==> config.mk <==
export PLATFORM = sky130hd
export DESIGN_NAME = tcpct_set_eval
export DESIGN_NICKNAME = d
export VERILOG_FILES = /design/src/design/tcpct_pkg.sv /design/src/design/tcpct_set_eval.sv
export SDC_FILE = /design/constraint.sdc
export NUM_CORES = 1
export LEC_CHECK = 0
export BUFFER_PORTS_ARGS = -buffer_cell sky130_fd_sc_hd__buf_2
export CORE_AREA = 2 2 383 385
export DETAILED_ROUTE_END_ITERATION = 6
export DIE_AREA = 0 0 385 387
export PLACE_DENSITY_LB_ADDON = 0.15
export RECOVER_POWER = 50
export SYNTH_ARGS = -nofsm -noshare
export SYNTH_HDL_FRONTEND = slang
export SYNTH_SLANG_ARGS = --single-unit
==> constraint.sdc <==
create_clock -name vclk -period 3.3
set_input_delay 0.66 -clock vclk [all_inputs]
set_output_delay 0.66 -clock vclk [all_outputs]
set_load 0.05 [all_outputs]
==> src/design/tcpct_pkg.sv <==
`default_nettype none
package tcpct_pkg;

   // Default geometry of the table.
   localparam int INDEX_BITS_DEF = 10;
   localparam int WAYS_DEF       = 4;

   // Width of the reported counters.
   localparam int COUNT_W = 13;

   // Width of a way number in the match summary; covers up to sixteen ways.
   localparam int WAY_IDX_W = 4;

   // Operation codes.
   localparam logic [2:0] FUNC_LOOKUP  = 3'd0;
   localparam logic [2:0] FUNC_UPSERT  = 3'd1;
   localparam logic [2:0] FUNC_REMOVE  = 3'd2;
   localparam logic [2:0] FUNC_PURGE   = 3'd3;
   localparam logic [2:0] FUNC_SET_PC  = 3'd4;
   localparam logic [2:0] FUNC_GET_PC  = 3'd5;

   // One slot of the table.
   typedef struct packed {
      logic        valid;
      logic [63:0] addrs;
      logic [31:0] ports;
      logic [63:0] tstamp;
      logic [7:0]  cmd;
      logic [3:0]  status;
      logic [31:0] stmt_id;
      logic [15:0] pcount;
   } entry_type;

   // Summary of one set against a key.
   typedef struct packed {
      logic                 hit;
      logic [WAY_IDX_W-1:0] hit_way;
      logic                 free;
      logic [WAY_IDX_W-1:0] free_way;
   } match_type;

endpackage
`default_nettype wire

==> src/design/tcpct_set_eval.sv <==
`default_nettype none
module tcpct_set_eval
   import tcpct_pkg::*;
#(
   parameter int WAYS = WAYS_DEF
) (
   input  wire entry_type [WAYS-1:0] row,
   input  wire logic [63:0]          key_addrs,
   input  wire logic [31:0]          key_ports,
   output match_type                 summary
);

   // Lowest matching way and lowest free way; scan from the top so the lowest wins.
   always_comb begin
      summary = '0;
      for (int w = WAYS - 1; w >= 0; w--) begin
         if (row[w].valid && row[w].addrs == key_addrs && row[w].ports == key_ports) begin
            summary.hit     = 1'b1;
            summary.hit_way = WAY_IDX_W'(w);
         end
         if (!row[w].valid) begin
            summary.free     = 1'b1;
            summary.free_way = WAY_IDX_W'(w);
         end
      end
   end

endmodule
`default_nettype wire

==> qor.csv, run 1 <==
metric,value,unit
fin_area,0.0136,mm2
rsz0062_at_grt,true,
netlist_area,0.00493,mm2
combPwrFrac,1.000,
initial_utilization,0.0340,
grt_use_met1,0.176,
power_density,138,mW/mm2
outcome,"complete, but fails checks",
fillCellCount,17100,
ios,990,
fin_crit_sh,1.12,
placed_area,0.0125,mm2
hold_viol_final,0,
area_delta_synth_final,176,%
grt_overflow,0,
seq_cells,0,
grt_max_degree,7,
vdd_ir_drop_max,0.0590,mV
grt_util_met3,0.0362,
remaining_drc_errors,0,
p_leak,5.52,nW
cp-start-kind,primary input,
core_area,0.145,mm2
final_nets,2447,
violations,negative setup slack,
drive_above_1_share,0.617,
max_slew_margin,0.533,
syn_avg_cell_area,7.28,um2
ys_top_cells_by_area,"xnor2_1, nand2b_1, xor2_1",
top_usage_layer,met2,
hpwl,90.1,mm
critical_path_class,primary input to primary output,
gp_congestion,0.833,
fin_tns_setup,-1.01,ns
dieArea,0.149,mm2
worstPathArrival,3.02,ns
fin_crit,3.68,ns
ys_seq_area_frac,0,
clock.fmax,0.271,GHz
crit_required,2.64,ns
yosysMostFrequentCell,xnor2_1,
finalPower,0.00188,W
die_w,385,um
antenna_left,0,
swShare,0.535,
ys_warn_count,0,
internal-power,0.000873,W
grt_pass1_vias,9277,
drv_slew,0,
num_rows,140,
yosys.area.top_type,xnor2_1,
firstDrtPassIters,5,
end_kind,primary output,
drt_wl_total,93.7,mm
drt_iter0_drc,399,
p_clk_frac,0,
grt_use_met2,0.179,
grt_pass1_wl,112,mm
synth_top_area_share,0.300,
dr_total_vias,8725,
yosysUniqueCellTypes,47,
min_delay_path_depth,3,
die_y,387,um
wire_per_inst,27.6,um
seqCellArea,0,um2
vias_per_cell,2.57,
clkbuf_count,0,
path_max_fanout,3,
hp-class,primary input to primary output,
hp-start,row[662],
io_buffers,490,
syn_inst,677,
tightest_slew,0.701,ns
max_cap_viol_count,0,
p_sw,0.00101,W
antenna_found_initial,97,
synth_common_cells,"xnor2_1, nand2b_1, xor2_1",
finalWorstSetupSlack,-0.384,ns
multi_input_area,0.00528,mm2
min_to,summary[1],
dp_slack,-0.986,ns
finalSetupViolations,3,
power_frac_seq,0,
grt_usage,0.121,
## power by group through the flow
stage	Combinational, W	Sequential [W]	Clock, W
final	0.00188	0	0.000000000620
after global routing	0.00204	0	0.000000000162
after CTS	0.00192	0	0
after detailed placement	0.00181	0	0
after global placement	0.00182	0	0
after floorplan	0.000461	0	0
## critical path: stages
cell and delay (ns):
buf_4 0.18, clkinvlp_4 0.15, buf_4 0.16, a22o_2 0.26, nor4_4 0.28, nand4_1 0.30
buf_4 0.25, nor4_2 0.20, buf_4 0.17, or2_4 0.12, or3_4 0.12, buf_12 0.14
## layout make-up
type | count | area share
inverter | 65 | 0.0191
tap | 1917 | 0.176
multi-input combinational | 603 | 0.388
antenna | 19 | 0.00350
timing repair buffer | 797 | 0.413
## kinds of logic after synthesis
logic type,Yosys count,synth area share
xor gates and xnor gates,234,0.416
other,1,0.000761
AOI/OAI and AO/OA,111,0.189
and+or+nand+nor,254,0.331
buffers and inverters,77,0.0625
## per-layer routing
layer,wire length (um),share of wire,vias to the layer above
met4,1520,0.016,80
met5,486,0.0052,-
met3,7270,0.078,170
met2,38000,0.40,536
li1,-,-,4056
met1,46500,0.50,3883
## how the worst max path moves through the flow
| stage | from | end | depth (start not counted) |
|---|---|---|---|
| floorplan | key_addrs[38] | summary[6] | 8 |
| global placement | key_addrs[40] | summary[5] | 14 |
| detailed placement | key_addrs[56] | summary[5] | 12 |
| CTS | key_addrs[10] | summary[5] | 12 |
| global route | key_addrs[38] | summary[5] | 12 |
| finish | key_ports[15] | summary[9] | 12 |
## through the flow
stage / std cells / util / hold WS [ns]
after floorplan: 680 / - / 1.54
after global placement: 3370 / 0.0865 / 1.69
after detailed placement: 3370 / 0.0865 / 1.69
after CTS: 3377 / 0.0914 / 1.69
after global routing: 3386 / 0.0936 / 1.73
final: 3401 / 0.0938 / 1.69
## cell usage in the layout (no fill, tap or decap), drive strengths merged, types with 6 or more instances in the layout
| master | synthesis | final |
|---|---|---|
| xor2 | 65 | 65 |
| o2111ai | 35 | 35 |
| nor2 | 7 | 7 |
| o22ai | 20 | 20 |
| nor2b | 19 | 19 |
| o2bb2ai | 14 | 14 |
| or2b | 11 | 11 |
| xnor2 | 169 | 169 |
| a22o | 11 | 11 |
| inv | 64 | 60 |
| a2111o | 6 | 6 |
| nand3 | 8 | 8 |
| nor4 | 43 | 43 |
| diode | 0 | 19 |
| nand4 | 51 | 51 |
| nand2b | 98 | 98 |
| nor3 | 7 | 7 |
| buf | 5 | 792 |
## timing repair
item,CTS,global route
resized for setup,128,51
pin swaps,39,32
setup buffers,10,6
setup endpoints to repair,3,3
hold buffers,0,0
No activity file was read; power rests on OpenSTA's default activity.
==> run 2: changes to the inputs <==
==> constraint.sdc (replaced) <==
create_clock -name vclk -period 3.3
set_input_delay 0.165 -clock vclk [all_inputs]
set_output_delay 0.165 -clock vclk [all_outputs]
set_load 0.05 [all_outputs]
==> qor.csv, run 2 (synthesis results as in run 1) <==
metric,value,unit,change
rsz0062_at_grt,false,,
antenna_left,0,,unchanged
max_stage_delay,0.63,ns,+0.33 ns
grt_overflow,0,,unchanged
area_delta_synth_final,115,%,
wire_per_inst,29.0,um,+5.2%
drv_slew,0,,unchanged
tightest_slew,0.722,ns,+0.0216 ns
initial_utilization,0.0340,,unchanged
min_to,summary[4],,
hp-start,row[662],,
hp-class,primary input to primary output,,
remaining_drc_errors,0,,unchanged
io_buffers,490,,unchanged
fin_crit,3.16,ns,-0.525 ns
seq_cells,0,,unchanged
clkbuf_count,0,,unchanged
crit_required,3.13,ns,+0.49 ns
min_delay_path_depth,3,,unchanged
dieArea,0.149,mm2,unchanged
ios,990,,unchanged
finalSetupViolations,0,,-3
crit_path_frequent_cell,buf_4,,
vias_per_cell,2.56,,-0.24%
max_slew_margin,0.518,,-0.0144
grt_pass1_vias,8702,,-6.2%
path_max_fanout,4,,+1
die_w,385,um,unchanged
cp_cell_sequence,buf_2 > clkinv_1 > buf_4 > a2111oi_0 > nand4_1 > or4_1 > a21oi_1 > buf_4 > nor2_1 > buf_12,,
die_y,387,um,unchanged
end_kind,primary output,,
num_rows,140,,unchanged
drt_iter0_drc,371,,-7.0%
gp_congestion,0.780,,-6.3%
final_nets,2237,,-8.6%
fin_crit_sh,0.957,,-0.159
antenna_found_initial,113,,+16%
postCtsSetupBuffers,0,,-10
final_core_util,0.0731,,-0.0207
most-common-layout-cells,"buf_2, xnor2_1, nand2b_1",,
critical_path_class,primary input to primary output,,
fillCellCount,17300,,+0.82%
drive_above_1_share,0.496,,-0.121
clock.fmax,0.317,GHz,+17%
firstDrtPassIters,5,,unchanged
max_cap_viol_count,0,,unchanged
cp_slowest_cell,or4_1,,
worstPathArrival,2.99,ns,-0.03 ns
seqCellArea,0,um2,unchanged
hpwl,87.8,mm,-2.6%
dr_total_vias,8159,,-6.5%
outcome,completed,,
core_area,0.145,mm2,unchanged
grt_pass1_wl,109,mm,-2.8%
hold_viol_final,0,,unchanged
grt_usage,0.119,,-0.00195
cp-start-kind,primary input,,
grt_max_degree,8,,+1
layout_commonest_cell,buf_2,,
drt_wl_total,92.4,mm,-1.4%
==> run 2: area by class of cell <==
type / count / area, um2 / share of cell area
Multi-Input combinational cell: 603 / 4680 / 0.441
Timing Repair Buffer: 587 / 3230 / 0.305
Tap cell: 1917 / 2400 / 0.226
Inverter: 65 / 244 / 0.0230
Antenna cell: 16 / 40.0 / 0.00378
==> run 2: worst max path at each step <==
stage                       endpoint  depth (start not counted)          start  slack (ns)
after detailed placement  summary[5]                         12   key_addrs[5]       -0.02
after global placement    summary[5]                         12  key_addrs[38]       0.003
after CTS                 summary[5]                         12  key_addrs[38]        0.03
after global routing      summary[5]                         12  key_addrs[38]       0.008
final                     summary[5]                         10  key_addrs[23]        0.14
after floorplan           summary[6]                          8  key_addrs[38]        1.13
==> run 2: per-layer routing <==
layer | track usage | up-vias | wire [um]
met4 | 0.0145 | 74 | 1780
met3 | 0.0327 | 168 | 7510
met5 | 0 | - | 457
met2 | 0.177 | 605 | 37100
li1 | - | 3629 | -
met1 | 0.174 | 3683 | 45500
==> run 2: critical path, delay by kind of cell <==
| family | cells | cell delay, ns |
|---|---|---|
| simple gates | 3 | 1.12 |
| compound gates | 2 | 0.68 |
| buf+inv | 5 | 0.99 |
==> run 2: metrics by stage <==
step,std cells,cell area [um2],TNS [ns],setup WS [ns],hold WS [ns]
finish,3188,10600,0,0.141,0.731
global route,3176,10600,0,0.00815,0.778
CTS,3172,10500,0,0.0316,0.702
detailed placement,3172,10500,-0.0244,-0.0244,0.700
global placement,3172,10500,0,0.00281,0.699
floorplan,680,4940,0,1.13,0.552
==> run 2: what timing repair did <==
action                     4_1_cts  5_1_grt
cloned                           0        0
hold buffers                     0        0
pin swaps                        0        0
setup endpoints to repair        1        2
resized for setup                1        2
==> run 3: changes to the inputs <==
--- a/config.mk
+++ b/config.mk
@@ -5,10 +5,10 @@
 export SDC_FILE = /design/constraint.sdc
 export NUM_CORES = 1
 export LEC_CHECK = 0
-export BUFFER_PORTS_ARGS = -buffer_cell sky130_fd_sc_hd__buf_2
 export CORE_AREA = 2 2 383 385
 export DETAILED_ROUTE_END_ITERATION = 6
 export DIE_AREA = 0 0 385 387
+export DONT_BUFFER_PORTS = 1
 export PLACE_DENSITY_LB_ADDON = 0.15
 export RECOVER_POWER = 50
 export SYNTH_ARGS = -nofsm -noshare
==> qor.csv, run 3 (synthesis results as in run 1) <==
metric,value,unit,change
grt_max_degree,8,,unchanged
area_delta_synth_final,57.3,%,
crit_path_start,row[654],,
core_area,0.145,mm2,unchanged
finalSetupViolations,0,,unchanged
hp-class,primary input to primary output,,
worstPathArrival,2.91,ns,-0.08 ns
final_core_util,0.0535,,-0.0196
hpwl,85.1,mm,-3.0%
outcome,completed,,
cp_cell_sequence,xnor2_1 > nand4_1 > nor4_1 > buf_4 > nand4_1 > or4_1 > a21oi_1 > nor2_2 > buf_4,,
firstDrtPassIters,4,,-1
crit_required,3.13,ns,about the same
grt_usage,0.116,,-0.00326
die_w,385,um,unchanged
worst-path-stages,9,,-1
max_stage_delay,0.91,ns,+0.28 ns
fin_crit,3.08,ns,-0.0800 ns
die_y,387,um,unchanged
hold_viol_final,0,,unchanged
drv_slew,0,,unchanged
ios,990,,unchanged
cp_top_family,simple AND/OR/NAND/NOR gates,,
fin_crit_sh,0.933,,-0.0242
cp-start-kind,primary input,,
drive_above_1_share,0.124,,-0.372
layout_commonest_cell,xnor2_1,,
drt_wl_total,90.4,mm,-2.2%
grt_overflow,0,,unchanged
grt_pass1_wl,104,mm,-5.1%
tightest_slew,1.02,ns,+0.301 ns
dr_total_vias,6115,,-25%
vias_per_cell,2.30,,-10%
cp_slowest_cell,nor4_1,,
antenna_found_initial,54,,-52%
dieArea,0.149,mm2,unchanged
antenna_left,0,,unchanged
numPlacedInstances,2641,,-17%
rsz0062_at_grt,false,,
drt_iter0_drc,293,,-21%
final_nets,1706,,-24%
max_cap_viol_count,0,,unchanged
seq_cells,0,,unchanged
final_cells,2654,,-17%
end_kind,primary output,,
gp_congestion,0.804,,+3.0%
critical_path_class,primary input to primary output,,
num_rows,140,,unchanged
grt_pass1_vias,6719,,-23%
initial_utilization,0.0340,,unchanged
most-common-layout-cells,"xnor2_1, nand2b_1, xor2_1",,
hold-worst-slack,0.657,ns,-0.0740 ns
max_slew_margin,0.311,,-0.207
clkbuf_count,0,,unchanged
clock.fmax,0.325,GHz,+2.6%
remaining_drc_errors,0,,unchanged
io_buffers,0,,-100%
fin_tns_setup,0,ns,unchanged
seqCellArea,0,um2,unchanged
fillCellCount,17200,,-0.29%
wire_per_inst,34.1,um,+18%
postCtsSetupBuffers,0,,unchanged
crit_buf_inv,2,,-3
crit_path_end,summary[5],,
multi_input_area,0.00466,mm2,-0.35%
path_max_fanout,2,,-2
## run 3: changes by cell type in the layout (fill, tap and decap cells not counted)
cell      delta
nor4_1       +3
buf_2      -486
nor2_1       -1
buf_12       -4
diode_2      -3
nor4_2       -3
buf_4       -41
a21boi_0     -1
a21boi_1     +1
nor2_2       +1
## run 3: worst min-delay path by stage
stage | from | endpoint | slack, ns | cells after the start
after floorplan | row[441] | summary[1] | 0.55 | 2
after global placement | row[662] | summary[1] | 0.55 | 2
after detailed placement | row[662] | summary[1] | 0.55 | 2
after CTS | row[662] | summary[1] | 0.55 | 2
after global routing | row[441] | summary[0] | 0.67 | 2
final | row[662] | summary[1] | 0.66 | 2
## run 3: layer usage
layer  global-route usage  share of wire  wire, um
met1                0.160           0.47     42100
met5                    0        0.00094        85
met3               0.0441           0.11      9660
met4               0.0211          0.022      1990
met2                0.170           0.40     36600
## run 3: what timing repair did
item,4_1_cts,5_1_grt
hold buffers,0,0
setup endpoints to repair,1,0
gates resized for setup,2,0
## run 3: through the flow
stage | cell area (um2) | worst slack [ns]
2_1_floorplan | 4940 | 1.13
3_3_place_gp | 7710 | -0.0360
3_5_place_dp | 7710 | -0.0443
4_1_cts | 7720 | 0.0350
5_1_grt | 7720 | 0.00809
6_report | 7750 | 0.221
## run 3: layout make-up
cell class | count | share of cell area
multi-input combinational | 603 | 0.601
tap | 1917 | 0.310
timing repair buffer | 56 | 0.0533
inverter | 65 | 0.0315
antenna | 13 | 0.00420
